--- src/rtl/bit_error_window_average_macros.svh ---
// ----------------------------------------------------------------------------
// Bit error window average: assertion macros
// Concurrent assertion wrappers; empty when compiled for synthesis.
// ----------------------------------------------------------------------------
`ifndef BIT_ERROR_WINDOW_AVERAGE_MACROS_SVH
`define BIT_ERROR_WINDOW_AVERAGE_MACROS_SVH

`ifndef SYNTHESIS

// Check that a property holds at every clock edge outside reset
`define BEWA_ASSERT(name, clk, rst, prop, msg) \
   name: assert property (@(posedge clk) disable iff (rst) (prop)) else $error(msg);

// Check that a condition implies another one in the next cycle
`define BEWA_ASSERT_NEXT(name, clk, rst, pre, post, msg) \
   name: assert property (@(posedge clk) disable iff (rst) (pre) |=> (post)) \
      else $error(msg);

`else

`define BEWA_ASSERT(name, clk, rst, prop, msg)
`define BEWA_ASSERT_NEXT(name, clk, rst, pre, post, msg)

`endif

`endif

--- src/rtl/bewa_pkg.sv ---
// ----------------------------------------------------------------------------
// Bit error window average package
// Widths, limits, register indexes, sequencer states and helper functions.
// ----------------------------------------------------------------------------
package bewa_pkg;

   // Storage limits
   localparam int MAX_VECTOR_LEN = 64;
   localparam int MAX_WINDOW     = 4096;

   // Field widths
   localparam int LEN_W  = 7;
   localparam int WIN_W  = 13;
   localparam int POS_W  = 6;
   localparam int VEC_W  = 12;
   localparam int SUM_W  = 16;
   localparam int AVG_W  = 20;
   localparam int PC_W   = 4;
   localparam int REM_W  = 12;
   localparam int CNT_W  = 5;
   localparam int IDX_W  = 2;

   // Divider runs one quotient bit per step
   localparam int DIV_STEPS = AVG_W;

   // Largest average: 8.0 in 4.16 fixed point
   localparam logic [AVG_W-1:0] AVG_MAX = AVG_W'(524288);

   // Configuration register indexes
   localparam logic [IDX_W-1:0] CSR_VECTOR_LENGTH  = IDX_W'(0);
   localparam logic [IDX_W-1:0] CSR_WINDOW_VECTORS = IDX_W'(1);

   // Sequencer states
   typedef enum logic [1:0] {
      ST_IDLE,
      ST_SUM,
      ST_DIV,
      ST_DONE
   } state_type;

   // Count set bits of an error mask byte
   function automatic logic [PC_W-1:0] popcount8(input logic [7:0] v);
      logic [PC_W-1:0] c;
      c = '0;
      for (int i = 0; i < 8; i++) begin
         c = c + PC_W'(v[i]);
      end
      return c;
   endfunction

endpackage

--- src/rtl/bit_error_window_average.sv ---
// Flow: an accepted byte is captured, then its sum is written back in the sum
// step. A byte that closes its window then runs the shared restoring divider,
// which makes one quotient bit per cycle over 20 bits (skipped when the
// average saturates), and waits until the output register is free. A new
// byte is taken only when the last one is through and the sequencer is idle.
// Reset: synchronous, active high; clears control, both registers to 1.
// ----------------------------------------------------------------------------
// Bit error window average
// Keeps a per-position popcount sum over a window of vectors and returns the
// average bit errors per position in 4.16 unsigned fixed point.
// ----------------------------------------------------------------------------
`include "bit_error_window_average_macros.svh"

module bit_error_window_average
   import bewa_pkg::*;
(
   input  logic                 clock,
   input  logic                 reset,

   input  logic                 req_valid,
   output logic                 req_stall,
   input  logic [7:0]           req_error_bits,

   output logic                 rsp_valid,
   input  logic                 rsp_stall,
   output logic [AVG_W-1:0]     rsp_average_errors,
   output logic [POS_W-1:0]     rsp_position,
   output logic                 rsp_last_position,

   input  logic                 csr_valid,
   output logic                 csr_ready,
   input  logic [IDX_W-1:0]     csr_index,
   input  logic [WIN_W-1:0]     csr_data
);

   // Sequencer and counters
   state_type              state_ff, state_in;
   logic [POS_W-1:0]       pos_ff, pos_in;
   logic [VEC_W-1:0]       vcnt_ff, vcnt_in;

   // Configuration
   logic [LEN_W-1:0]       len_ff;
   logic [WIN_W-1:0]       win_ff;
   logic [LEN_W-1:0]       len_eff;
   logic [WIN_W-1:0]       win_eff;

   // Captured item
   logic [POS_W-1:0]       item_pos_ff;
   logic                   item_last_pos_ff;
   logic                   item_last_vec_ff;
   logic                   item_first_ff;
   logic [PC_W-1:0]        pc_ff;
   logic [SUM_W-1:0]       rd_data_ff;

   // Divider
   logic [REM_W-1:0]       rem_ff, rem_in;
   logic [AVG_W-1:0]       lo_ff, lo_in;
   logic [AVG_W-1:0]       quo_ff, quo_in;
   logic [CNT_W-1:0]       cnt_ff, cnt_in;

   // Output register
   logic                   rsp_valid_ff, rsp_valid_in;
   logic [AVG_W-1:0]       rsp_avg_ff;
   logic [POS_W-1:0]       rsp_pos_ff;
   logic                   rsp_last_ff;

   // Sum memory
   logic [SUM_W-1:0]       sums_mem [MAX_VECTOR_LEN];

   logic                   accept;
   logic                   out_load;
   logic                   wr_en;
   logic [SUM_W-1:0]       wr_data;
   logic [SUM_W-1:0]       sum;
   logic                   saturate;
   logic [REM_W:0]         trial;
   logic                   trial_ge;
   logic                   last_pos;
   logic                   last_vec;

   // Clamp configuration to the supported range
   always_comb begin
      if (len_ff == '0) begin
         len_eff = LEN_W'(1);
      end else if (len_ff > LEN_W'(MAX_VECTOR_LEN)) begin
         len_eff = LEN_W'(MAX_VECTOR_LEN);
      end else begin
         len_eff = len_ff;
      end
      if (win_ff == '0) begin
         win_eff = WIN_W'(1);
      end else if (win_ff > WIN_W'(MAX_WINDOW)) begin
         win_eff = WIN_W'(MAX_WINDOW);
      end else begin
         win_eff = win_ff;
      end
   end

   assign req_stall = (state_ff != ST_IDLE);
   assign accept    = req_valid && !req_stall;
   assign csr_ready = 1'b1;

   assign last_pos = ({1'b0, pos_ff} + LEN_W'(1)) >= len_eff;
   assign last_vec = ({1'b0, vcnt_ff} + WIN_W'(1)) >= win_eff;

   // Load popcount on the first vector, else accumulate
   assign sum = item_first_ff ? SUM_W'(pc_ff) : (rd_data_ff + SUM_W'(pc_ff));

   // Average above 8.0 exactly when sum exceeds 8 times the window
   assign saturate = sum > {win_eff, 3'b000};

   // One restoring divider step
   assign trial    = {rem_ff, lo_ff[AVG_W-1]};
   assign trial_ge = trial >= win_eff;

   // Next state and datapath control
   always_comb begin
      state_in     = state_ff;
      pos_in       = pos_ff;
      vcnt_in      = vcnt_ff;
      rem_in       = rem_ff;
      lo_in        = lo_ff;
      quo_in       = quo_ff;
      cnt_in       = cnt_ff;
      wr_en        = 1'b0;
      wr_data      = sum;
      out_load     = 1'b0;

      case (state_ff)
         ST_IDLE: begin
            if (accept) begin
               state_in = ST_SUM;
            end
         end
         ST_SUM: begin
            // Store the new sum, or restart it when the window closes
            wr_en   = 1'b1;
            wr_data = item_last_vec_ff ? '0 : sum;
            if (item_last_pos_ff) begin
               pos_in  = '0;
               vcnt_in = item_last_vec_ff ? '0 : vcnt_ff + VEC_W'(1);
            end else begin
               pos_in  = pos_ff + POS_W'(1);
            end
            if (!item_last_vec_ff) begin
               state_in = ST_IDLE;
            end else if (saturate) begin
               quo_in   = AVG_MAX;
               state_in = ST_DONE;
            end else begin
               // Upper quotient bits are zero: start with the sum's high bits
               rem_in   = sum[SUM_W-1:SUM_W-REM_W];
               lo_in    = {sum[SUM_W-REM_W-1:0], 16'h0000};
               quo_in   = '0;
               cnt_in   = '0;
               state_in = ST_DIV;
            end
         end
         ST_DIV: begin
            rem_in = trial_ge ? REM_W'(trial - win_eff) : trial[REM_W-1:0];
            lo_in  = {lo_ff[AVG_W-2:0], 1'b0};
            quo_in = {quo_ff[AVG_W-2:0], trial_ge};
            cnt_in = cnt_ff + CNT_W'(1);
            if (cnt_ff == CNT_W'(DIV_STEPS - 1)) begin
               state_in = ST_DONE;
            end
         end
         ST_DONE: begin
            // Hand the result over once the output register is free
            if (!rsp_valid_ff || !rsp_stall) begin
               out_load = 1'b1;
               state_in = ST_IDLE;
            end
         end
         default: begin
            state_in = ST_IDLE;
         end
      endcase

      if (out_load) begin
         rsp_valid_in = 1'b1;
      end else if (rsp_valid_ff && !rsp_stall) begin
         rsp_valid_in = 1'b0;
      end else begin
         rsp_valid_in = rsp_valid_ff;
      end
   end

   // Control registers
   always_ff @(posedge clock) begin
      if (reset) begin
         state_ff     <= ST_IDLE;
         pos_ff       <= '0;
         vcnt_ff      <= '0;
         rsp_valid_ff <= 1'b0;
         len_ff       <= LEN_W'(1);
         win_ff       <= WIN_W'(1);
      end else begin
         state_ff     <= state_in;
         pos_ff       <= pos_in;
         vcnt_ff      <= vcnt_in;
         rsp_valid_ff <= rsp_valid_in;
         if (csr_valid && csr_ready) begin
            case (csr_index)
               CSR_VECTOR_LENGTH:  len_ff <= csr_data[LEN_W-1:0];
               CSR_WINDOW_VECTORS: win_ff <= csr_data;
               default: ;
            endcase
         end
      end
   end

   // Payload registers
   always_ff @(posedge clock) begin
      if (accept) begin
         item_pos_ff      <= pos_ff;
         item_last_pos_ff <= last_pos;
         item_last_vec_ff <= last_vec;
         item_first_ff    <= (vcnt_ff == '0);
         pc_ff            <= popcount8(req_error_bits);
      end
      rem_ff <= rem_in;
      lo_ff  <= lo_in;
      quo_ff <= quo_in;
      cnt_ff <= cnt_in;
      if (out_load) begin
         rsp_avg_ff  <= quo_ff;
         rsp_pos_ff  <= item_pos_ff;
         rsp_last_ff <= item_last_pos_ff;
      end
   end

   // Sum memory: read on accept, write back in the sum step
   always_ff @(posedge clock) begin
      if (accept) begin
         rd_data_ff <= sums_mem[pos_ff];
      end
      if (wr_en) begin
         sums_mem[item_pos_ff] <= wr_data;
      end
   end

   assign rsp_valid          = rsp_valid_ff;
   assign rsp_average_errors = rsp_avg_ff;
   assign rsp_position       = rsp_pos_ff;
   assign rsp_last_position  = rsp_last_ff;

   // Checks
   `BEWA_ASSERT(a_div_count, clock, reset, (state_ff != ST_DIV) || (cnt_ff < CNT_W'(DIV_STEPS)), "divider step count out of range")
   `BEWA_ASSERT(a_rem_below_win, clock, reset, (state_ff != ST_DIV) || ({1'b0, rem_ff} < win_eff), "divider remainder not below window")
   `BEWA_ASSERT_NEXT(a_load_from_done, clock, reset, !rsp_valid_ff, !rsp_valid_ff || ($past(state_ff) == ST_DONE), "result raised outside the hand-over step")
   `BEWA_ASSERT(a_avg_max, clock, reset, !rsp_valid_ff || (rsp_avg_ff <= AVG_MAX), "average above saturation limit")

endmodule
--- config.mk ---
export PLATFORM = sky130hd
export DESIGN_NAME = bit_error_window_average
export DESIGN_NICKNAME = d
export VERILOG_FILES = /design/src/rtl/bewa_pkg.sv /design/src/rtl/bit_error_window_average.sv
export VERILOG_INCLUDE_DIRS = /design/src /design/src/rtl
export SDC_FILE = /design/constraint.sdc
export NUM_CORES = 1
export LEC_CHECK = 0
export BUFFER_PORTS_ARGS = -buffer_cell sky130_fd_sc_hd__buf_2
export CORE_UTILIZATION = 60
export CTS_CLUSTER_SIZE = 24
export DETAILED_ROUTE_END_ITERATION = 16
export PLACE_DENSITY = 0.76
export SETUP_SLACK_MARGIN = 0.2
export SLEW_MARGIN = 20
export SYNTH_ARGS = -nofsm -noshare
export SYNTH_HDL_FRONTEND = slang
export SYNTH_SLANG_ARGS = --single-unit
--- constraint.sdc ---
create_clock -name clock -period 7.7 [get_ports clock]
set_input_delay 1.155 -clock clock [delete_from_list [all_inputs] [get_ports clock]]
set_output_delay 1.155 -clock clock [all_outputs]
set_load 0.02 [all_outputs]
# --- Word-level counts from Yosys, hierarchy flattened ---
# Memory sizes are Yosys's and may differ from the RTL's. A register that Yosys moved wholly into a read port is not among the register bits.
# Cells that the tools add are included.
word_totals:
  ff_bits: 138
  latchBits: 0
  ramBits: 1024
  mem_bits_ro: 0
  input_bits: 28
  output_inout_bits: 30
  elab_cells: 104
  mem_count: 1
memory_table:
  columns: ["name", "depth", "word_bits", "read_ports", "rd_ports_with_merged_regs", "write_ports", "line_no", "source"]
  rows:
  - ["sums_mem", 64, 16, 1, 1, 1, "bit_error_window_average.sv:68", "logic [SUM_W-1:0] sums_mem [MAX_VECTOR_LEN];"]
op_classes:
  add_sub_neg: 14
  n_mul: 0
  div_mod_pow: 0
  magnitude_cmp: 6
  n_eq_ne: 10
  shift: 0
  muxes: 35
  bitwise_logic: 0
  n_reduce_logical: 20
ops:
  columns: ["operator", "count"]
  rows:
  - ["two-way mux 20 bit", 4]
  - ["case mux 20 bit (2 select lines)", 2]
  - ["two-way mux 12 bit", 4]
  - ["two-way mux 16 bit", 3]
  - ["greater-or-equal comparator 13 bit", 2]
  - ["two-way mux 13 bit", 2]
  - ["case mux 12 bit (2 select lines)", 1]
  - ["adder 16 x 4 -> 16 bit", 1]
  - ["adder 4 x 1 -> 4 bit", 4]
  - ["greater-than comparator 16 bit", 1]
  - ["two-way mux 7 bit", 2]
  - ["adder 12 x 1 -> 13 bit (second input constant)", 1]
  - ["greater-than comparator 13 bit (second input constant)", 1]
  - ["logical NOT 13 bit", 1]
  - ["adder 12 x 1 -> 12 bit (second input constant)", 1]
  - ["logical NOT 12 bit", 1]
  - ["subtractor 12 bit", 1]
  - ["two-way mux 5 bit", 2]
  - ["inequality test 2 bit (second input constant)", 5]
  - ["case mux 5 bit (2 select lines)", 1]
  - ["two-way mux 1 bit", 8]
  - ["two-way mux 2 bit", 4]
  - ["case mux 2 bit (4 select lines)", 1]
  - ["AND reduction 2 bit", 4]
  - ["19 further kinds", 28]

# --- Longest topological paths before layout ---
# Gate-level depths: netlist of the first run.
logic_depth:
  depth_word: 7
  mapped_depth: 14
  depth_no_buf: 13

# --- Least setup slack after synthesis of the first run ---
# No wires, ideal clock.
synth_timing:
  path_kind: "reg2reg"
  from: "reg pc_ff[0]"
  to: "mem sums_mem[0][4], data pin"
  setup_ns: 0.681
  arrival_ns: 4.263
  required_time_ns: 7.019
  path_slack_ns: 2.757
  stages_incl_launch_ff: 8
  n_path_buf: 1
  period_less_slack_ns: 4.943
  path_cell_list: "edfxtp_1 > ha_1 > fa_1 > a21o_1 > a21oi_1 > clkbuf_1 > xnor2_1 > nor3_1"
synth_via:
  elab_chain_len: 4
synth_rtl:
  columns: ["item", "line_no", "source"]
  rows:
  - ["start: declaration", "bit_error_window_average.sv:52", "logic [PC_W-1:0] pc_ff;"]
  - ["start signal: assignment", "bit_error_window_average.sv:220", "pc_ff <= popcount8(req_error_bits);"]
  - ["adder 16 x 4 -> 16 bit *", "bit_error_window_average.sv:107", "assign sum = item_first_ff ? SUM_W'(pc_ff) : (rd_data_ff + SUM_W'(pc_ff));"]
  - ["two-way mux 16 bit *", "bit_error_window_average.sv:107", null]
  - ["two-way mux 16 bit", "bit_error_window_average.sv:138", "wr_data = item_last_vec_ff ? '0 : sum;"]
  - ["two-way mux 16 bit *", "bit_error_window_average.sv:129", "case (state_ff)"]
  - ["named net wr_data[4]", "bit_error_window_average.sv:73", "logic [SUM_W-1:0] wr_data;"]
  - ["end: declaration", "bit_error_window_average.sv:68", null]
# The timed path passes the listed nets; every way through them passes the cells marked *.

# --- Final worst setup path of the first run ---
layout_timing:
  from: "reg pc_ff[0]"
  to: "reg rem_ff[11] (enable)"
layout_via:
  elab_chain_len: 5
layout_rtl:
  columns: ["item", "line_no", "source"]
  rows:
  - ["adder 16 x 4 -> 16 bit", "bit_error_window_average.sv:107", null]
  - ["two-way mux 16 bit *", "bit_error_window_average.sv:107", null]
  - ["greater-than comparator 16 bit *", "bit_error_window_average.sv:110", "assign saturate = sum > {win_eff, 3'b000};"]
  - ["inequality test 2 bit (no line) *", null, null]
  - ["AND reduction 3 bit (no line) *", null, null]
  - ["end signal: assignment", "bit_error_window_average.sv:222", "rem_ff <= rem_in;"]
  - ["end: declaration", "bit_error_window_average.sv:56", "logic [REM_W-1:0] rem_ff, rem_in;"]
# Every way passes the cells marked *; elsewhere a longest branch is shown, timed or not.
# A chain may end at the register's enable or synchronous reset.

==> flow_metrics.py, run 1 <==
metrics = {
    "run_status": {
        "status": "finished, final reports clean",
    },
    "clock_network": {
        "cts-hold-fix-buffers": 0,
        "insertion_delay_ns": 0.68,
        "clk_path_buf_depth": 3,
        "htree_levels": 3,
        "ctsResizeCount": 0,
        "post_cts_buffers": 0,
        "clkSlewWorstSetupHoldPaths_ns": 0.07,
        "root_buffer": "clkbuf_16",
        "clock_sinks": 1162,
        "cts_buffers": 109,
        "cts_tree": "yes",
    },
    "critical_path": {
        "crit_slowest_cell": "a31o_1",
        "critical_path_class": "reg2reg",
        "critPathTopFamily": "compound AO/OA/AOI/OAI gates",
        "critPathArrivalTime_ns": 5.25,
        "cp_common_cell": "a21oi_1",
        "required_ns": 7.97,
        "crit_buf_inv": 0,
        "critPathLaunchType": "flip-flop",
        "critPathMaxStageDelay_ns": 0.83,
        "cp_max_fo": 21,
        "end_kind": "flip-flop",
        "path_cells": "ha_1 -> fa_1 -> a21o_1 -> a21oi_1 -> or3_1 -> a21oi_1 -> ha_1 -> nand4_1 -> nor4b_1 -> nand2b_1 -> a21oi_1 -> a31o_1",
    },
    "cells_and_area": {
        "drive_above_1_share": 0.259,
        "multi_input_area_sq_um": 11600,
        "nets": 2545,
        "num-fill-cells": 4664,
        "layout.cells.most_common": "edfxtp_1",
        "area_growth_pct": 11.8,
        "most-common-layout-cells": "edfxtp_1 (1,121), mux4_2 (320), nor2_1 (126), clkbuf_16 (112), nand2_1 (102)",
        "final_cell_area_sq_um": 52100,
        "regArea_sq_um": 34500,
    },
    "global_route": {
        "grt_use_total": 0.273,
        "grt_pass1_vias": 23918,
        "grt_pass1_wl_mm": 155,
        "grt_max_degree": 128,
        "grt_overflow": 0,
        "antenna_found_initial": 1,
    },
    "sta": {
        "skew_ns": 0.0419,
        "tightest_slew_ns": 0.965,
        "grt_setup_unrepaired": "false",
        "fin_crit_ns": 4.98,
        "setup_viol": 0,
        "drv_slew": 0,
        "setup_tns_ns": 0,
        "max_freq_mhz": 201,
        "hold_violations": 0,
        "slew_headroom": 0.357,
        "setup_ws_ns": 2.72,
        "fin_crit_sh": 0.647,
    },
    "floorplan": {
        "rows": 101,
        "num_io_pins": 58,
        "dieHeight_um": 281,
        "initial_core_util": 0.610,
        "coreArea_sq_um": 76500,
        "dieWidth_um": 281,
        "die-area_sq_um": 78800,
    },
    "pwr": {
        "ir_worst_vdd_uv": 224,
        "p_per_area_nw_per_um2": 262,
        "leakagePower_nw": 16.5,
    },
    "route": {
        "post_drt_wl_per_cell_um": 29.0,
        "via_per_inst": 6.58,
        "remaining_drc_errors": 0,
        "dr.pass1.iters": 6,
        "routed_wl_mm": 104,
        "num_vias": 23527,
        "drtAntennaViolNets": 0,
        "drtIter0Drc": 2757,
    },
    "placed_design": {
        "post-place-ws_ns": 2.74,
        "port_buffers": 56,
        "gp_congestion": 0.868,
        "place_area_sq_um": 48600,
        "hpwlAfterDp_mm": 60.6,
    },
    "logic_synthesis": {
        "synth_edf_count": 1121,
        "yosys-top-cells-area": "edfxtp_1 (72%), mux4_2 (15%), dfxtp_1 (1.8%)",
        "synth_cells": 2310,
        "synth.distinct_cells": 67,
        "async_reset_ff_frac": 0,
        "syn_area_per_cell_sq_um": 20.2,
        "yosysSeqAreaShare": 0.739,
        "synth_top_area_share": 0.722,
        "netlist.top_cell.by_area": "edfxtp_1",
        "syn_nets": 2400,
        "yosysWarnings": 0,
        "ys.flop_type": "edfxtp_1",
        "synth_area_sq_um": 46600,
        "synth-seq-cells": 1162,
    },
    "hold_path": {
        "hp-class": "reg2reg",
    },
    "flow_run": {
        "drv_cap": 0,
    },
}
==> cell type report <==
type,instances,share of cell area
Sequential cell,1162,0.662
Multi-Input combinational cell,996,0.223
Clock buffer,142,0.0563
Tap cell,1030,0.0247
Timing Repair Buffer,154,0.0204
Clock inverter,58,0.0113
Inverter,32,0.00230
Antenna cell,2,0.0000960
==> path summary, 6_finish.rpt <==
| path | from | to | slack, ns | cells after the start |
|---|---|---|---|---|
| hold reg to reg | quo_ff[0] | rsp_average_errors[0] | 0.44 | 0 |
| hold / removal | quo_ff[0] | rsp_average_errors[0] | 0.44 | 0 |
| setup / recovery | pc_ff[0] | rem_ff[11] | 2.72 | 12 |
| setup reg to reg | pc_ff[0] | rem_ff[11] | 2.72 | 12 |
==> flip-flops by register name, indices dropped and copies added (netlist names), 4 cells and up, named ones only <==
name	count
vcnt_ff	12
rsp_position	6
item_pos_ff	6
pos_ff	6
win_ff	13
sums_mem	1024
lo_ff	4
pc_ff	4
rem_ff	12
cnt_ff	5
rd_data_ff	16
rsp_average_errors	20
len_ff	7
quo_ff	20
==> stage by stage <==
stage	instances	power, W	utilization	hold WS, ns
2_1_floorplan	2310	0.00809	-	0.400
3_3_place_gp	3373	0.00840	0.635	0.435
4_1_cts	3574	0.0137	0.682	0.444
5_1_grt	3575	0.0140	0.682	0.459
6_report	3576	0.0136	0.682	0.440
3_5_place_dp	3374	0.00845	0.636	0.431
==> Yosys cell counts, types with 8 or more instances <==
| cell type | instances |
|---|---|
| inv_1 | 31 |
| nor2b_1 | 24 |
| clkbuf_1 | 71 |
| a22oi_1 | 43 |
| o211ai_1 | 12 |
| edfxtp_1 | 1121 |
| nor4_1 | 9 |
| buf_1 | 16 |
| and2_1 | 25 |
| xor2_1 | 8 |
| nand4_1 | 10 |
| nand3_1 | 20 |
| buf_2 | 19 |
| o21ai_0 | 10 |
| xnor2_1 | 15 |
| ha_1 | 56 |
| nand2_1 | 102 |
| a21o_1 | 14 |
| mux2i_1 | 10 |
| dfxtp_1 | 41 |
| o21ai_1 | 9 |
| nand2b_1 | 10 |
| mux4_2 | 320 |
| nor2_1 | 133 |
| nor3_1 | 15 |
| buf_4 | 9 |
| a21oi_1 | 55 |
==> worst reg2reg max path: stages (launching register included) <==
cell and delay [ns]:
edfxtp_1 0.42, ha_1 0.27, fa_1 0.42, a21o_1 0.21
a21oi_1 0.65, or3_1 0.20, a21oi_1 0.11, ha_1 0.38
nand4_1 0.13, nor4b_1 0.55, nand2b_1 0.10, a21oi_1 0.27
a31o_1 0.83
==> per-layer routing <==
metal | routed length [um] | part of all wire | GRT usage
met1 | 40100 | 0.39 | 0.381
met5 | 0 | 0 | 0
met3 | 9120 | 0.088 | 0.0518
met2 | 50300 | 0.48 | 0.433
met4 | 4310 | 0.042 | 0.109
==> kinds of logic after synthesis <==
kind of cell / after synthesis / share of synthesized area
buf+inv: 152 / 0.0143
flops: 1162 / 0.739
other cells: 1 / 0.0000804
simple gates: 392 / 0.0404
fa+ha+maj: 62 / 0.0176
mux: 331 / 0.157
xor+xnor: 23 / 0.00432
compound gates: 187 / 0.0269
==> power breakdown <==
part | internal (W) | switching (W)
Sequential | 0.00719 | 0.0000816
Combinational | 0.000373 | 0.000688
Clock | 0.00303 | 0.00228
Power figures use the tool's default switching activity.
==> inputs of run 2 (changes only) <==
Clock period 7.7 ns to 4.9 ns, I/O delays scaled along.
==> run 2 against run 1 <==
Global-route usage rose by 1.2 points. Via count rose by 1.5%. Cell count increased by 0.64%. Critical path depth rose by 3. Highest routed layer is now met5.
==> flow_metrics.py, run 2 (synthesis results as in run 1) <==
metrics = {
    "route": {
        "post_drt_wl_per_cell_um": 30.1,
        "drtAntennaViolNets": 0,
        "num_vias": 23878,
        "via_per_inst": 6.63,
        "routed_wl_mm": 108,
        "dr.pass1.iters": 5,
        "remaining_drc_errors": 0,
        "drtIter0Drc": 2942,
    },
    "hold_path": {
        "hp-class": "in2reg",
        "worstHoldEndpoint": "len_ff[0]",
        "hp-start": "csr_data[0]",
        "whs_path_depth": 2,
    },
    "global_route": {
        "grt_use_total": 0.285,
        "grt_overflow": 0,
        "grt_pass1_vias": 24147,
        "antenna_found_initial": 3,
        "grt_pass1_wl_mm": 160,
        "grt_max_degree": 84,
    },
    "sta": {
        "fin_crit_ns": 4.36,
        "grt_setup_unrepaired": "false",
        "hold_violations": 0,
        "setup_viol": 0,
        "setup_tns_ns": 0,
        "skew_ns": 0.0285,
        "tightest_slew_ns": 1.18,
        "max_freq_mhz": 229,
        "drv_slew": 0,
        "slew_headroom": 0.212,
        "fin_crit_sh": 0.890,
    },
    "cells_and_area": {
        "largest_reg_flops": 1024,
        "most-common-layout-cells": "edfxtp_1 (1,121), mux4_2 (320), nor2_1 (124), clkbuf_16 (111), buf_4 (108)",
        "largest_register": "sums_mem",
        "fin_util": 0.685,
        "area_growth_pct": 12.3,
        "nets": 2568,
        "drive_above_1_share": 0.267,
        "antennaDiodeCount": 0,
        "layout.cells.most_common": "edfxtp_1",
    },
    "critical_path": {
        "critical_path_class": "reg2reg",
        "critPathArrivalTime_ns": 4.73,
        "critPathMaxStageDelay_ns": 0.42,
        "end_kind": "flip-flop",
        "path_cells": "ha_1 -> fa_1 -> a21o_1 -> a21oi_1 -> buf_4 -> o31ai_1 -> a21oi_1 -> ha_1 -> a21oi_1 -> nand2_1 -> a221o_1 -> and3_1 -> a21oi_1 -> a31o_1 -> buf_4",
        "cp_common_cell": "a21oi_1",
        "cp_max_fo": 16,
        "r2r_setup_slack_ns": 0.54,
        "crit_slowest_cell": "edfxtp_1",
        "required_ns": 5.27,
        "rr_startpoint": "pc_ff[0]",
        "critPathLaunchType": "flip-flop",
        "reg2reg_to": "lo_ff[16]",
        "r2r_cells": 15,
    },
    "placed_design": {
        "port_buffers": 56,
        "gp_congestion": 0.876,
        "hpwlAfterDp_mm": 63.0,
    },
    "run_status": {
        "status": "finished, final reports clean",
    },
    "clock_network": {
        "cts_buffers": 111,
        "clk_path_buf_depth": 3,
        "clkSlewWorstSetupHoldPaths_ns": 0.06,
        "insertion_delay_ns": 0.70,
        "clock_sinks": 1162,
        "htree_levels": 3,
        "root_buffer": "clkbuf_16",
        "cts_tree": "yes",
    },
    "floorplan": {
        "die-area_sq_um": 78800,
        "dieHeight_um": 281,
        "num_io_pins": 58,
        "rows": 101,
        "dieWidth_um": 281,
        "coreArea_sq_um": 76500,
        "initial_core_util": 0.610,
    },
    "flow_run": {
        "drv_cap": 0,
    },
    "pwr": {
        "leakagePower_nw": 16.7,
        "p_per_area_nw_per_um2": 409,
        "ir_worst_vdd_uv": 284,
    },
}
==> run 2: cell count changes in the layout (fill, tap and decap cells not counted), moves of 2 or more <==
cell        previous run  this run
buf_12                 2        10
buf_4                 95       108
bufinv_16             10         8
clkbuf_1              27        21
clkbuf_8               2         0
clkinv_1              20        27
clkinv_16              1         3
clkinvlp_4             2         8
diode_2                2         0
nor2_1               126       124
nor2_2                 0         2
nor3_2                 3         1
nor3_4                 0         2
==> run 2: timing repair <==
action / 4_1_cts / 5_1_grt
hold buffers: 0 / 0
setup buffers: 0 / 0
gates resized for setup: 0 / 1
endpoints found under the setup margin: 0 / 16
==> run 2: worst max path at each step <==
stage	from	endpoint	slack, ns	depth (start not counted)
final	pc_ff[0]	lo_ff[16]	0.54	15
after CTS	pc_ff[1]	lo_ff[16]	0.48	13
after detailed placement	pc_ff[1]	rem_ff[10]	0.48	13
after global placement	pc_ff[1]	rem_ff[9]	0.66	13
after global routing	pc_ff[0]	lo_ff[16]	0.24	15
after floorplan	pc_ff[0]	sums_mem[0][8]	0.81	8
==> run 2: layer usage <==
layer,routed length (um),GRT usage
met5,26,0
met4,3770,0.0972
met3,10700,0.0503
met2,52600,0.458
met1,41300,0.403
==> run 2: layout make-up <==
class / count / area [sq um]
Multi-Input combinational cell: 996 / 11600
Clock buffer: 132 / 2860
Fill cell: 4568 / 24100
Inverter: 32 / 120
Timing Repair Buffer: 175 / 1320
Tap cell: 1030 / 1290
Sequential cell: 1162 / 34500
Clock inverter: 72 / 663
==> run 2: critical path, delay by kind of cell (launching register included) <==
family	cells	cell delay [ns]
buf+inv	2	0.50
flops	1	0.42
compound gates	8	1.84
simple gates	2	0.26
fa+ha+maj	3	1.01
==> run 2: power by group <==
group	total, W	internal (W)	switching, W
clock network	0.00829	0.00460	0.00369
registers	0.0114	0.0113	0.000130
logic	0.00172	0.000612	0.00110
==> run 2: metrics by stage <==
stage / hold WS (ns) / std cells / instance area [sq um] / power (W) / setup slack [ns]
final: 0.272 / 3599 / 52400 / 0.0214 / 0.541
after detailed placement: 0.426 / 3393 / 48800 / 0.0133 / 0.484
after CTS: 0.246 / 3597 / 52300 / 0.0215 / 0.480
after global placement: 0.424 / 3393 / 48800 / 0.0132 / 0.659
after floorplan: 0.400 / 2310 / 46600 / 0.0127 / 0.814
after global routing: 0.284 / 3599 / 52400 / 0.0220 / 0.244
